### src/rtl/darule_pkg.sv
`default_nettype none
// ----------------------------------------------------------------------------
// darule_pkg: shared types and constants of the daily alarm rule evaluator
// Holds the rule kind codes, the stage payload structs and the fixed time
// constants used by every pipeline stage.
// ----------------------------------------------------------------------------
package darule_pkg;

   localparam logic [16:0] DAY_SECONDS    = 17'd86400;
   localparam logic [10:0] DAY_MINUTES    = 11'd1440;
   localparam logic [5:0]  MINUTE_SECONDS = 6'd60;
   localparam logic [16:0] OFFSET_LIMIT   = 17'd50400;

   // Division by 86400 is a shift by 7 followed by a multiply with the
   // rounded-up reciprocal of 675 scaled by 2**36. It is exact for all
   // 26-bit quotient inputs.
   localparam int          DIV_PRESHIFT = 7;
   localparam int          RECIP_SHIFT  = 36;
   localparam logic [26:0] RECIP_MULT   = 27'd101806633;

   typedef enum logic [1:0] {
      FUNC_DISABLED = 2'd0,
      FUNC_ONESHOT  = 2'd1,
      FUNC_DAILY    = 2'd2,
      FUNC_UNUSED   = 2'd3
   } func_type;

   // What the front stage has decided about the rule.
   typedef enum logic [1:0] {
      MODE_NEVER = 2'd0,
      MODE_WAIT  = 2'd1,
      MODE_FIRE  = 2'd2,
      MODE_DAILY = 2'd3
   } mode_type;

   typedef struct packed {
      func_type           func;
      logic [31:0]        utc_seconds;
      logic [31:0]        due_mark;
      logic [10:0]        minute_of_day;
      logic signed [16:0] offset_seconds;
      logic [31:0]        last_mark;
      logic               queue_accepts;
   } req_type;

   typedef struct packed {
      mode_type           mode;
      logic [31:0]        utc;
      logic [31:0]        due;
      logic [31:0]        last;
      logic               accepts;
      logic signed [18:0] shift;
      logic signed [19:0] shift_minute;
      logic signed [19:0] shift_day;
      logic [49:0]        last_next_base;
   } common_type;

   typedef struct packed {
      common_type  com;
      logic [25:0] quot;
   } s1_type;

   typedef struct packed {
      common_type  com;
      logic [51:0] prod;
   } s2_type;

   typedef struct packed {
      common_type  com;
      logic [15:0] day;
      logic [32:0] day_base;
      logic        fired;
   } s3_type;

   typedef struct packed {
      logic        never;
      logic [48:0] next_deadline;
      logic        post_attempt;
      logic        posted;
      logic        blocked;
      logic [31:0] new_last_mark;
   } rsp_type;

endpackage
`default_nettype wire

### src/rtl/darule_front.sv
`default_nettype none
// ----------------------------------------------------------------------------
// darule_front: rule decode stage
// Checks the rule settings, decides the one-shot outcome, forms local time
// and the daily target shift, and registers them.
// ----------------------------------------------------------------------------
module darule_front (
   input  wire                  clock,
   input  wire                  reset,
   input  wire                  in_valid,
   output logic                 in_ready,
   input  darule_pkg::req_type  in_data,
   output logic                 out_valid,
   input  wire                  out_ready,
   output darule_pkg::s1_type   out_data
);
   import darule_pkg::*;

   logic               valid_ff;
   s1_type             data_ff;
   s1_type             data_in;
   logic signed [33:0] local_sum;
   logic [16:0]        minute_secs;
   logic               minute_ok;
   logic               offset_ok;

   always_comb begin
      local_sum   = $signed({2'b00, in_data.utc_seconds})
                  + $signed({{17{in_data.offset_seconds[16]}}, in_data.offset_seconds});
      minute_secs = {6'b0, in_data.minute_of_day} * {11'b0, MINUTE_SECONDS};
      minute_ok   = in_data.minute_of_day < DAY_MINUTES;
      offset_ok   = (in_data.offset_seconds >= -$signed(OFFSET_LIMIT))
                 && (in_data.offset_seconds <= $signed(OFFSET_LIMIT));

      data_in.quot         = local_sum[32:DIV_PRESHIFT];
      data_in.com.utc      = in_data.utc_seconds;
      data_in.com.due      = in_data.due_mark;
      data_in.com.last     = in_data.last_mark;
      data_in.com.accepts  = in_data.queue_accepts;
      data_in.com.shift    = $signed({2'b00, minute_secs})
                           - $signed({{2{in_data.offset_seconds[16]}}, in_data.offset_seconds});
      data_in.com.shift_minute = $signed({data_in.com.shift[18], data_in.com.shift})
                               + $signed({14'b0, MINUTE_SECONDS});
      data_in.com.shift_day    = $signed({data_in.com.shift[18], data_in.com.shift})
                               + $signed({3'b0, DAY_SECONDS});
      data_in.com.last_next_base = {17'b0, ({1'b0, in_data.last_mark} + 33'd1)}
                                 * {33'b0, DAY_SECONDS};

      data_in.com.mode = MODE_NEVER;
      if (in_data.utc_seconds != 32'd0 && in_data.func == FUNC_ONESHOT) begin
         if (in_data.due_mark != 32'd0 && in_data.last_mark != in_data.due_mark) begin
            if (in_data.utc_seconds < in_data.due_mark) begin
               data_in.com.mode = MODE_WAIT;
            end else begin
               data_in.com.mode = MODE_FIRE;
            end
         end
      end else if (in_data.utc_seconds != 32'd0 && in_data.func == FUNC_DAILY
                   && minute_ok && offset_ok && !local_sum[33]) begin
         data_in.com.mode = MODE_DAILY;
      end
   end

   assign in_ready  = !valid_ff || out_ready;
   assign out_valid = valid_ff;
   assign out_data  = data_ff;

   always_ff @(posedge clock) begin
      if (reset) begin
         valid_ff <= 1'b0;
      end else if (in_ready) begin
         valid_ff <= in_valid;
      end
   end

   always_ff @(posedge clock) begin
      if (in_ready && in_valid) begin
         data_ff <= data_in;
      end
   end

endmodule
`default_nettype wire

### src/rtl/darule_divide.sv
`default_nettype none
// ----------------------------------------------------------------------------
// darule_divide: local day number stages
// Two register stages: a reciprocal multiply that divides local time by one
// day, then the day start in seconds and the already-fired compare.
// ----------------------------------------------------------------------------
module darule_divide (
   input  wire                  clock,
   input  wire                  reset,
   input  wire                  in_valid,
   output logic                 in_ready,
   input  darule_pkg::s1_type   in_data,
   output logic                 out_valid,
   input  wire                  out_ready,
   output darule_pkg::s3_type   out_data
);
   import darule_pkg::*;

   logic   s2_valid_ff;
   s2_type s2_ff;
   s2_type s2_in;
   logic   s2_ready;
   logic   s3_valid_ff;
   s3_type s3_ff;
   s3_type s3_in;
   logic   s3_ready;

   always_comb begin
      s2_in.com  = in_data.com;
      s2_in.prod = 52'({27'b0, in_data.quot} * {26'b0, RECIP_MULT});

      s3_in.com      = s2_ff.com;
      s3_in.day      = s2_ff.prod[RECIP_SHIFT+15:RECIP_SHIFT];
      s3_in.day_base = {17'b0, s3_in.day} * {16'b0, DAY_SECONDS};
      s3_in.fired    = s2_ff.com.last >= {16'b0, s3_in.day};
   end

   assign s3_ready  = !s3_valid_ff || out_ready;
   assign s2_ready  = !s2_valid_ff || s3_ready;
   assign in_ready  = s2_ready;
   assign out_valid = s3_valid_ff;
   assign out_data  = s3_ff;

   always_ff @(posedge clock) begin
      if (reset) begin
         s2_valid_ff <= 1'b0;
         s3_valid_ff <= 1'b0;
      end else begin
         if (s2_ready) begin
            s2_valid_ff <= in_valid;
         end
         if (s3_ready) begin
            s3_valid_ff <= s2_valid_ff;
         end
      end
   end

   always_ff @(posedge clock) begin
      if (s2_ready && in_valid) begin
         s2_ff <= s2_in;
      end
      if (s3_ready && s2_valid_ff) begin
         s3_ff <= s3_in;
      end
   end

endmodule
`default_nettype wire

### src/rtl/darule_resolve.sv
`default_nettype none
// ----------------------------------------------------------------------------
// darule_resolve: deadline and post decision stage
// Forms the daily target seconds, picks the next deadline and the post
// outcome, and holds the result in the output register.
// ----------------------------------------------------------------------------
module darule_resolve (
   input  wire                  clock,
   input  wire                  reset,
   input  wire                  in_valid,
   output logic                 in_ready,
   input  darule_pkg::s3_type   in_data,
   output logic                 out_valid,
   input  wire                  out_ready,
   output darule_pkg::rsp_type  out_data
);
   import darule_pkg::*;

   logic               valid_ff;
   rsp_type            data_ff;
   rsp_type            data_in;
   logic signed [35:0] now_secs;
   logic signed [35:0] target;
   logic signed [35:0] target_minute;
   logic signed [35:0] target_day;
   logic signed [50:0] fired_next;
   logic               early;
   logic               late;

   always_comb begin
      now_secs      = $signed({4'b0, in_data.com.utc});
      target        = $signed({3'b0, in_data.day_base})
                    + $signed({{17{in_data.com.shift[18]}}, in_data.com.shift});
      target_minute = $signed({3'b0, in_data.day_base})
                    + $signed({{16{in_data.com.shift_minute[19]}}, in_data.com.shift_minute});
      target_day    = $signed({3'b0, in_data.day_base})
                    + $signed({{16{in_data.com.shift_day[19]}}, in_data.com.shift_day});
      fired_next    = $signed({1'b0, in_data.com.last_next_base})
                    + $signed({{32{in_data.com.shift[18]}}, in_data.com.shift});
      early         = now_secs < target;
      late          = now_secs >= target_minute;

      data_in.never         = 1'b1;
      data_in.next_deadline = 49'd0;
      data_in.post_attempt  = 1'b0;
      data_in.posted        = 1'b0;
      data_in.blocked       = 1'b0;
      data_in.new_last_mark = in_data.com.last;

      case (in_data.com.mode)
         MODE_NEVER: begin
            data_in.never = 1'b1;
         end
         MODE_WAIT: begin
            data_in.never         = 1'b0;
            data_in.next_deadline = {17'b0, in_data.com.due};
         end
         MODE_FIRE: begin
            data_in.post_attempt = 1'b1;
            data_in.posted       = in_data.com.accepts;
            data_in.blocked      = !in_data.com.accepts;
            if (in_data.com.accepts) begin
               data_in.new_last_mark = in_data.com.due;
            end
         end
         MODE_DAILY: begin
            data_in.never = 1'b0;
            if (in_data.fired) begin
               data_in.next_deadline = fired_next[48:0];
            end else if (early) begin
               data_in.next_deadline = target[35:0] == 36'd0 ? 49'd0 : {13'b0, target};
            end else if (late) begin
               data_in.next_deadline = {13'b0, target_day};
            end else begin
               data_in.post_attempt = 1'b1;
               if (in_data.com.accepts) begin
                  data_in.posted        = 1'b1;
                  data_in.new_last_mark = {16'b0, in_data.day};
                  data_in.next_deadline = {13'b0, target_day};
               end else begin
                  data_in.blocked       = 1'b1;
                  data_in.next_deadline = {13'b0, target_minute};
               end
            end
         end
         default: begin
            data_in.never = 1'b1;
         end
      endcase
   end

   assign in_ready  = !valid_ff || out_ready;
   assign out_valid = valid_ff;
   assign out_data  = data_ff;

   always_ff @(posedge clock) begin
      if (reset) begin
         valid_ff <= 1'b0;
      end else if (in_ready) begin
         valid_ff <= in_valid;
      end
   end

   always_ff @(posedge clock) begin
      if (in_ready && in_valid) begin
         data_ff <= data_in;
      end
   end

endmodule
`default_nettype wire

### src/rtl/daily_alarm_rule_evaluator.sv
`default_nettype none
// ----------------------------------------------------------------------------
// daily_alarm_rule_evaluator: alarm rule evaluation pipeline
// Evaluates one alarm rule per transfer against a UTC epoch second and
// returns the next deadline, the post outcome and the updated fired mark.
// ----------------------------------------------------------------------------
// Usage:
// A rule arrives as one transfer on the req_ channel: the rule kind on
// req_tuser and the time, marks, minute, offset and queue state on
// req_tdata. Every request transfer yields exactly one transfer on the
// rsp_ channel, in request order.
// The work runs through four register stages: rule decode, the reciprocal
// multiply that divides local time by one day, the day start and fired
// check, and the deadline decision held in the output register. A new request
// can be taken in every cycle while the receiver keeps rsp_tready high, so the
// sustained rate is then one rule per cycle; the pair of multiplies in the day
// number path sets the stage count.
// Each stage moves forward when it is empty or the stage after it moves,
// so bubbles close up. When the receiver holds rsp_tready low, the output
// register keeps its result, up to three more rules fill the earlier
// stages, and then req_tready drops; nothing is lost or repeated.
// A synchronous reset clears all stage valid bits; no result is pending
// afterwards and the block is ready in the next cycle.
// ----------------------------------------------------------------------------
module daily_alarm_rule_evaluator (
   input  wire          clock,
   input  wire          reset,
   input  wire          req_tvalid,
   output logic         req_tready,
   // Fields from bit 0 up: func[1:0].
   input  wire  [7:0]   req_tuser,
   // Fields from bit 0 up: utc_seconds[31:0], due_mark[63:32],
   // minute_of_day[74:64], offset_seconds[91:75], last_mark[123:92],
   // queue_accepts[124], zero fill [127:125].
   input  wire  [127:0] req_tdata,
   output logic         rsp_tvalid,
   input  wire          rsp_tready,
   // Fields from bit 0 up: never[0], next_deadline[49:1], post_attempt[50],
   // posted[51], blocked[52], new_last_mark[84:53], zero fill [87:85].
   output logic [87:0]  rsp_tdata
);
   import darule_pkg::*;

   req_type req_data;
   s1_type  s1_data;
   s3_type  s3_data;
   rsp_type rsp_data;
   logic    s1_valid;
   logic    s1_ready;
   logic    s3_valid;
   logic    s3_ready;

   // Unpack the request transfer into its named fields.
   always_comb begin
      req_data.func           = func_type'(req_tuser[1:0]);
      req_data.utc_seconds    = req_tdata[31:0];
      req_data.due_mark       = req_tdata[63:32];
      req_data.minute_of_day  = req_tdata[74:64];
      req_data.offset_seconds = $signed(req_tdata[91:75]);
      req_data.last_mark      = req_tdata[123:92];
      req_data.queue_accepts  = req_tdata[124];
   end

   // Stage one: settings checks, one-shot decision, local time and shifts.
   darule_front u_front (
      .clock     (clock),
      .reset     (reset),
      .in_valid  (req_tvalid),
      .in_ready  (req_tready),
      .in_data   (req_data),
      .out_valid (s1_valid),
      .out_ready (s1_ready),
      .out_data  (s1_data)
   );

   // Stages two and three: local day number, day start and fired check.
   darule_divide u_divide (
      .clock     (clock),
      .reset     (reset),
      .in_valid  (s1_valid),
      .in_ready  (s1_ready),
      .in_data   (s1_data),
      .out_valid (s3_valid),
      .out_ready (s3_ready),
      .out_data  (s3_data)
   );

   // Stage four: deadline choice and post outcome into the output register.
   darule_resolve u_resolve (
      .clock     (clock),
      .reset     (reset),
      .in_valid  (s3_valid),
      .in_ready  (s3_ready),
      .in_data   (s3_data),
      .out_valid (rsp_tvalid),
      .out_ready (rsp_tready),
      .out_data  (rsp_data)
   );

   // Pack the result fields, lowest field first, zero filled to bytes.
   assign rsp_tdata = {3'b000,
                       rsp_data.new_last_mark,
                       rsp_data.blocked,
                       rsp_data.posted,
                       rsp_data.post_attempt,
                       rsp_data.next_deadline,
                       rsp_data.never};

`ifndef SYNTHESIS
   // A post is attempted exactly when it either succeeded or was blocked.
   assert property (@(posedge clock) disable iff (reset)
      rsp_tvalid |-> (rsp_data.post_attempt == (rsp_data.posted || rsp_data.blocked))
                     && !(rsp_data.posted && rsp_data.blocked))
      else $error("post outcome flags disagree");

   // A never result carries no deadline.
   assert property (@(posedge clock) disable iff (reset)
      (rsp_tvalid && rsp_data.never) |-> (rsp_data.next_deadline == 49'd0))
      else $error("never result with a deadline");

   // An accepted request always lands in the decode stage.
   assert property (@(posedge clock) disable iff (reset)
      (req_tvalid && req_tready) |=> s1_valid)
      else $error("request transfer lost at decode stage");

   // The mark only changes on a successful post.
   assert property (@(posedge clock) disable iff (reset)
      (s3_valid && s3_ready) |=>
         (rsp_data.posted || rsp_data.new_last_mark == $past(s3_data.com.last)))
      else $error("fired mark changed without a post");
`endif

endmodule
`default_nettype wire

### config.mk
export PLATFORM = sky130hd
export DESIGN_NAME = daily_alarm_rule_evaluator
export DESIGN_NICKNAME = d
export VERILOG_FILES = /design/src/rtl/darule_pkg.sv /design/src/rtl/darule_front.sv /design/src/rtl/darule_divide.sv /design/src/rtl/darule_resolve.sv /design/src/rtl/daily_alarm_rule_evaluator.sv
export SDC_FILE = /design/constraint.sdc
export NUM_CORES = 2
export LEC_CHECK = 0
export BUFFER_PORTS_ARGS = -buffer_cell sky130_fd_sc_hd__buf_2
export CAP_MARGIN = 20
export CORE_AREA = 2 2 325 295
export CTS_BUF_LIST = sky130_fd_sc_hd__clkbuf_8 sky130_fd_sc_hd__clkbuf_16
export CTS_CLUSTER_DIAMETER = 150
export DETAILED_ROUTE_END_ITERATION = 10
export DIE_AREA = 0 0 327 297
export PLACE_DENSITY_LB_ADDON = 0.3
export REMOVE_ABC_BUFFERS = 1
export SETUP_SLACK_MARGIN = 0.05
export SLEW_MARGIN = 20
export SYNTH_ARGS = -nofsm -noshare
export SYNTH_HDL_FRONTEND = slang
export SYNTH_SLANG_ARGS = --single-unit
### constraint.sdc
create_clock -name clock -period 27.7 [get_ports clock]
set_clock_uncertainty 0.15 [all_clocks]
set_input_delay 6.925 -clock clock [delete_from_list [all_inputs] [get_ports clock]]
set_output_delay 6.925 -clock clock [all_outputs]
set_load 0.01 [all_outputs]
# Yosys cells after proc, flatten, opt, wreduce, memory -nomap -nowiden
# Index checks and enable logic that the tools add are counted.
[op_classes]
n_reduce_logical = 25
n_eq_ne = 6
n_mux = 19
n_lt_le_gt_ge = 7
add_sub_neg = 9
mul = 4
[op_table]
columns = ["op", "count"]
rows = [
  ["two-way mux 49 bit", 3],
  ["two-way mux 35 bit", 3],
  ["one-hot mux 49 bit (2 select lines)", 1],
  ["two-way mux 36 bit", 2],
  ["adder 34 x 20 -> 35 bit", 2],
  ["one-hot mux 35 bit (2 select lines)", 1],
  ["two-way mux 32 bit", 2],
  ["nonzero test 32 bit", 2],
  ["multiplier 26 x 27 -> 52 bit (second input constant)", 1],
  ["adder 49 x 19 -> 49 bit", 1],
  ["multiplier 33 x 10 -> 42 bit (second input constant)", 1],
  [">= comparator 33 x 36 -> 1 bit", 1],
  ["zero test 36 bit", 1],
  ["less-than comparator 33 x 36 -> 1 bit", 1],
  ["adder 34 x 19 -> 35 bit", 1],
  ["adder 33 x 17 -> 34 bit", 1],
  ["adder 32 x 1 -> 33 bit (second input constant)", 1],
  [">= comparator 32 x 16 -> 1 bit", 1],
  ["less-than comparator 32 bit", 1],
  ["!= test 32 bit", 1],
  ["multiplier 16 x 10 -> 26 bit (second input constant)", 1],
  ["adder 19 x 18 -> 20 bit (second input constant)", 1],
  ["adder 19 x 7 -> 20 bit (second input constant)", 1],
  ["subtractor 18 x 17 -> 19 bit", 1],
  ["other kinds (12)", 38],
]
[word_totals]
output_inout_bits = 90
wordCells = 112
ff_bits = 810
inputBits = 140

# Depth between registers and ports, before layout
[depth]
word_depth = 7
depth_mapped = 31
depth_no_buf = 31

# Cells and area by module
# A second synthesis with hierarchy kept.
[unflattened]
cells_unflattened = 5326
hier_area_um2 = 59445.8
[modules_own_cells]
columns = ["mod", "seq_area_each_um2", "area_per_inst_um2", "cells_per_inst", "n_inst"]
rows = [
  ["darule_divide", 14273.7, 27556.4, 1905, 1],
  ["darule_front", 6566.3, 17942.2, 1694, 1],
  ["darule_resolve", 2572.5, 13920.9, 1723, 1],
  ["daily_alarm_rule_evaluator", 0.0, 26.3, 4, 1],
]

# Least setup slack after synthesis
# OpenSTA, ideal clock, no wires.
[synth_path]
path_kind = "input port to flip-flop"
start = "input port rsp_tready"
end = "register u_divide.s3_ff, in the netlist u_divide.out_data[0] (enable)"
path_slack_ns = 2.591
n_path_buf = 0
path_stages = 2
setup_time_ns = 1.184
arrival_ns = 23.775
path_cell_list = "nor2b_1 a21boi_0"
[synth_via]
elab_chain_cells = 3
[synth_lines]
columns = ["element", "line_no", "rtl"]
rows = [
  ["start: declaration", "daily_alarm_rule_evaluator.sv:37", "input wire rsp_tready,"],
  ["logical OR 1 bit", "darule_resolve.sv:92", "assign in_ready = !valid_ff || out_ready;"],
  ["logical OR 1 bit", "darule_divide.sv:38", "assign s3_ready = !s3_valid_ff || out_ready;"],
  ["logical AND 1 bit", "darule_divide.sv:62", "if (s3_ready && s2_valid_ff) begin"],
  ["end signal: assignment", "darule_divide.sv:63", "s3_ff <= s3_in;"],
  ["end: declaration", "darule_divide.sv:24", "s3_type s3_ff;"],
]
# Every way passes these cells.
# A chain may end at the register's enable or synchronous reset.

# Final worst setup path
[layout_path]
start = "input port rsp_tready"
end = "output port req_tready"
[layout_via]
elab_chain_cells = 4
[layout_lines]
columns = ["element", "line_no", "rtl"]
rows = [
  ["logical OR 1 bit", "darule_resolve.sv:92", ""],
  ["logical OR 1 bit", "darule_divide.sv:38", ""],
  ["logical OR 1 bit", "darule_divide.sv:39", "assign s2_ready = !s2_valid_ff || s3_ready;"],
  ["logical OR 1 bit", "darule_front.sv:64", "assign in_ready = !valid_ff || out_ready;"],
  ["end: declaration", "daily_alarm_rule_evaluator.sv:29", "output logic req_tready,"],
]
# Every way passes these cells.

==> impl_metrics.csv <==
group,metric,value,unit
outcome,outcome,"completed",
global_route,antenna_found_initial,21,
sta,worstMarginPinSlew,1.17,ns
layout,area_delta_synth_final,9.54,%
yosys,postSynthAreaPerCell,11.5,sq um
worst_hold_path,hold_path_class,"reg -> reg",
clock_tree,cts_setup_buffers,0,
worst_setup_path,worstPathRequired,20.63,ns
worst_setup_path,critPathKind,"in -> out",
placed_design,dpl_cell_area,58500,sq um
routing,num_vias,39000,
worst_setup_path,r2r_start,"u_divide.out_data[34]",
routing,route.met3.wl,16.9,mm
yosys,synth_area,55900,sq um
yosys,yosys-top-cells-area,"edfxtp_1 (40%), ha_1 (18%), fa_1 (11%)",
clock_tree,clkTransAtPathRegs,0.07,ns
sta,hold_viol,0,
yosys,synth_top_area_share,39.9,%
worst_setup_path,r2r_slack,19.04,ns
placed_design,dp_hpwl,124,mm
placed_design,globalplace.congestion,0.995,
global_route,grt_pass1_wl,231,mm
worst_setup_path,end_kind,"primary output",
sta,rsz0062_at_grt,"no",
yosys,async_reset_ff_share,0,%
sta,finalCritPeriodShare,54.9,%
routing,detail-route-antenna-nets,0,
clock_tree,cts_buffers,80,
worst_setup_path,start_kind,"input pin",
yosys,synth_cells,4861,
routing,vias_per_cell,6.04,
global_route,grt_pass1_vias,38000,
sta,fin_tns_setup,0,ns
yosys,synth_edf_count,742,
clock_tree,cts_hold_buffers,0,
yosys,synth_seq_cells,746,
yosys,synth-seq-area-share,40.0,%
floorplan,die-area,97100,sq um
layout,finalCoreUtilization,65.3,%
clock_tree,cts_tree,"yes",
layout,final-seq-area,22400,sq um
clock_tree,cts_max_level,3,
global_route,track_usage,32.0,%
sta,setup-violations-final,0,
worst_setup_path,crit_arrival,8.13,ns
clock_tree,clockBufferDepth,3,
clock_tree,cts.sink_count,746,
floorplan,core-area,93800,sq um
routing,highest_layer,"met5",
layout,nNetsFinal,6415,
clock_tree,cts_root_buffer,"clkbuf_16",
floorplan,start_util,59.6,%
clock_tree,clk_latency,0.65,ns
routing,m1WireLength,64.2,mm
floorplan,fp.dieH,297,microns
placed_design,port-buffer-count,217,
placed_design,pre_cts_ws,12.50,ns
floorplan,ios,230,
sta,maxSlewViolCount,0,
sta,timing.final.ws_setup,12.50,ns
yosys,synth.most_common_cell,"inv_1",
worst_setup_path,setup.worst_path.start,"rsp_tready",
worst_setup_path,rr_endpoint,"u_resolve.out_data[55]",
clock_tree,cts_resized,0,
sta,finalCriticalPeriod,15.20,ns
yosys,synth_flop_cell,"edfxtp_1",
routing,drtIter0Drc,3793,
layout,stdcell_area,61200,sq um
routing,drc,0,
layout,drive_above_1_share,8.25,%
routing,routedWlPerCell,24.1,microns
yosys,yosysUniqueCellTypes,90,
floorplan,num_rows,107,
global_route,grt_max_degree,77,
worst_setup_path,crit_fanout,5,
yosys,ys_warn_count,0,
sta,clock.fmax,65.8,MHz
worst_setup_path,crit_end,"req_tready",
yosys,yosys.area.top_type,"edfxtp_1",
yosys,synth_commonest_cells,"inv_1 (884), ha_1 (815), edfxtp_1 (742)",
layout,fillCellCount,7113,
routing,drt-total-wl,156,mm
sta,slew_headroom,21.5,%
floorplan,die_w,327,microns
flow_run,cap_violations,0,
worst_setup_path,r2r_cells,22,
global_route,grt-ovfl-total,0,
routing,met2_length,67.5,mm
layout,multi_input_area,30000,sq um
routing,drtPass1Iterations,6,
## placed cells by master, fill, tap and decap left out, drive strengths merged, types with 14 or more instances in the layout
cell,netlist,layout
inv,884,904
ha,815,815
edfxtp,742,742
fa,321,321
buf,20,242
a21oi,237,237
xnor2,223,223
nor2,196,196
o21ai,154,154
nand2,146,146
a21o,131,131
xor2,83,83
clkbuf,26,82
nor3,62,62
nand4,56,56
nand3,48,48
o21a,46,46
a211oi,45,45
a221oi,45,45
nand2b,42,42
nor4,42,42
nor2b,42,42
and3,41,41
o211ai,31,31
a22o,30,30
o21bai,29,29
a31oi,28,28
and2,27,27
clkinv,1,26
or3,20,20
o31ai,17,17
o2bb2ai,17,17
mux2i,15,15
or2,14,14
## routing by layer
layer	track usage, %	up-vias
met5	0	-
met4	13.2	12
met3	7.33	316
met2	47.3	1806
met1	45.6	19100
li1	-	17800
## cell type report
cell class | instances | area share (%)
multi-input cells | 3184 | 49.0
flip-flops and latches | 746 | 36.5
inverters | 885 | 5.42
clock buffers | 82 | 3.35
well taps | 1253 | 2.56
repair buffers | 242 | 2.08
clock inverters | 59 | 0.987
diodes | 10 | 0.0409
## sequential cells by signal, summed over array words and instances, names as in the netlist
signal,cells
u_divide.out_data,233
u_divide.out_valid,1
u_divide.s2_ff,207
u_divide.s2_valid_ff,1
u_front.out_data,217
u_front.out_valid,1
u_resolve.out_data,85
u_resolve.out_valid,1
## critical path: stages
cell,delay [ns]
buf_2,0.10
nor2b_1,0.43
and3_1,0.40
nand2_1,0.12
buf_2,0.15
## per-stage QoR
| step | hold slack, ns | instances |
|---|---|---|
| final | 0.238 | 6461 |
| after global routing | 0.245 | 6458 |
| after CTS | 0.240 | 6451 |
| after detailed placement | 0.255 | 6310 |
| after global placement | 0.251 | 6309 |
| after floorplan | 0.250 | 4815 |
## worst min-delay path by stage
stage / start / to / slack (ns) / cells after the start
finish: u_front.out_data[161] / u_divide.s2_ff[187] / 0.24 / 0
global route: u_front.out_data[45] / u_divide.s2_ff[71] / 0.24 / 0
CTS: u_front.out_data[161] / u_divide.s2_ff[187] / 0.24 / 0
detailed placement: u_divide.s2_ff[104] / u_divide.out_data[102] / 0.25 / 0
global placement: u_front.out_data[107] / u_divide.s2_ff[133] / 0.25 / 0
floorplan: u_divide.s2_ff[102] / u_divide.out_data[100] / 0.25 / 0
## cell families after synthesis
group	count (synthesis)	share of synthesized area [%]
adder cells (fa/ha/maj)	1136	29.7
AO/OA/AOI/OAI	950	11.7
buffers and inverters	933	6.39
AND/OR/NAND/NOR	774	7.13
flip-flops	746	40.0
XOR/XNOR	306	4.79
multiplexers	15	0.269
other	1	0.00671
Power is not shown: default switching activity piles up to over one toggle a cycle in this logic, so the estimate is an artifact.
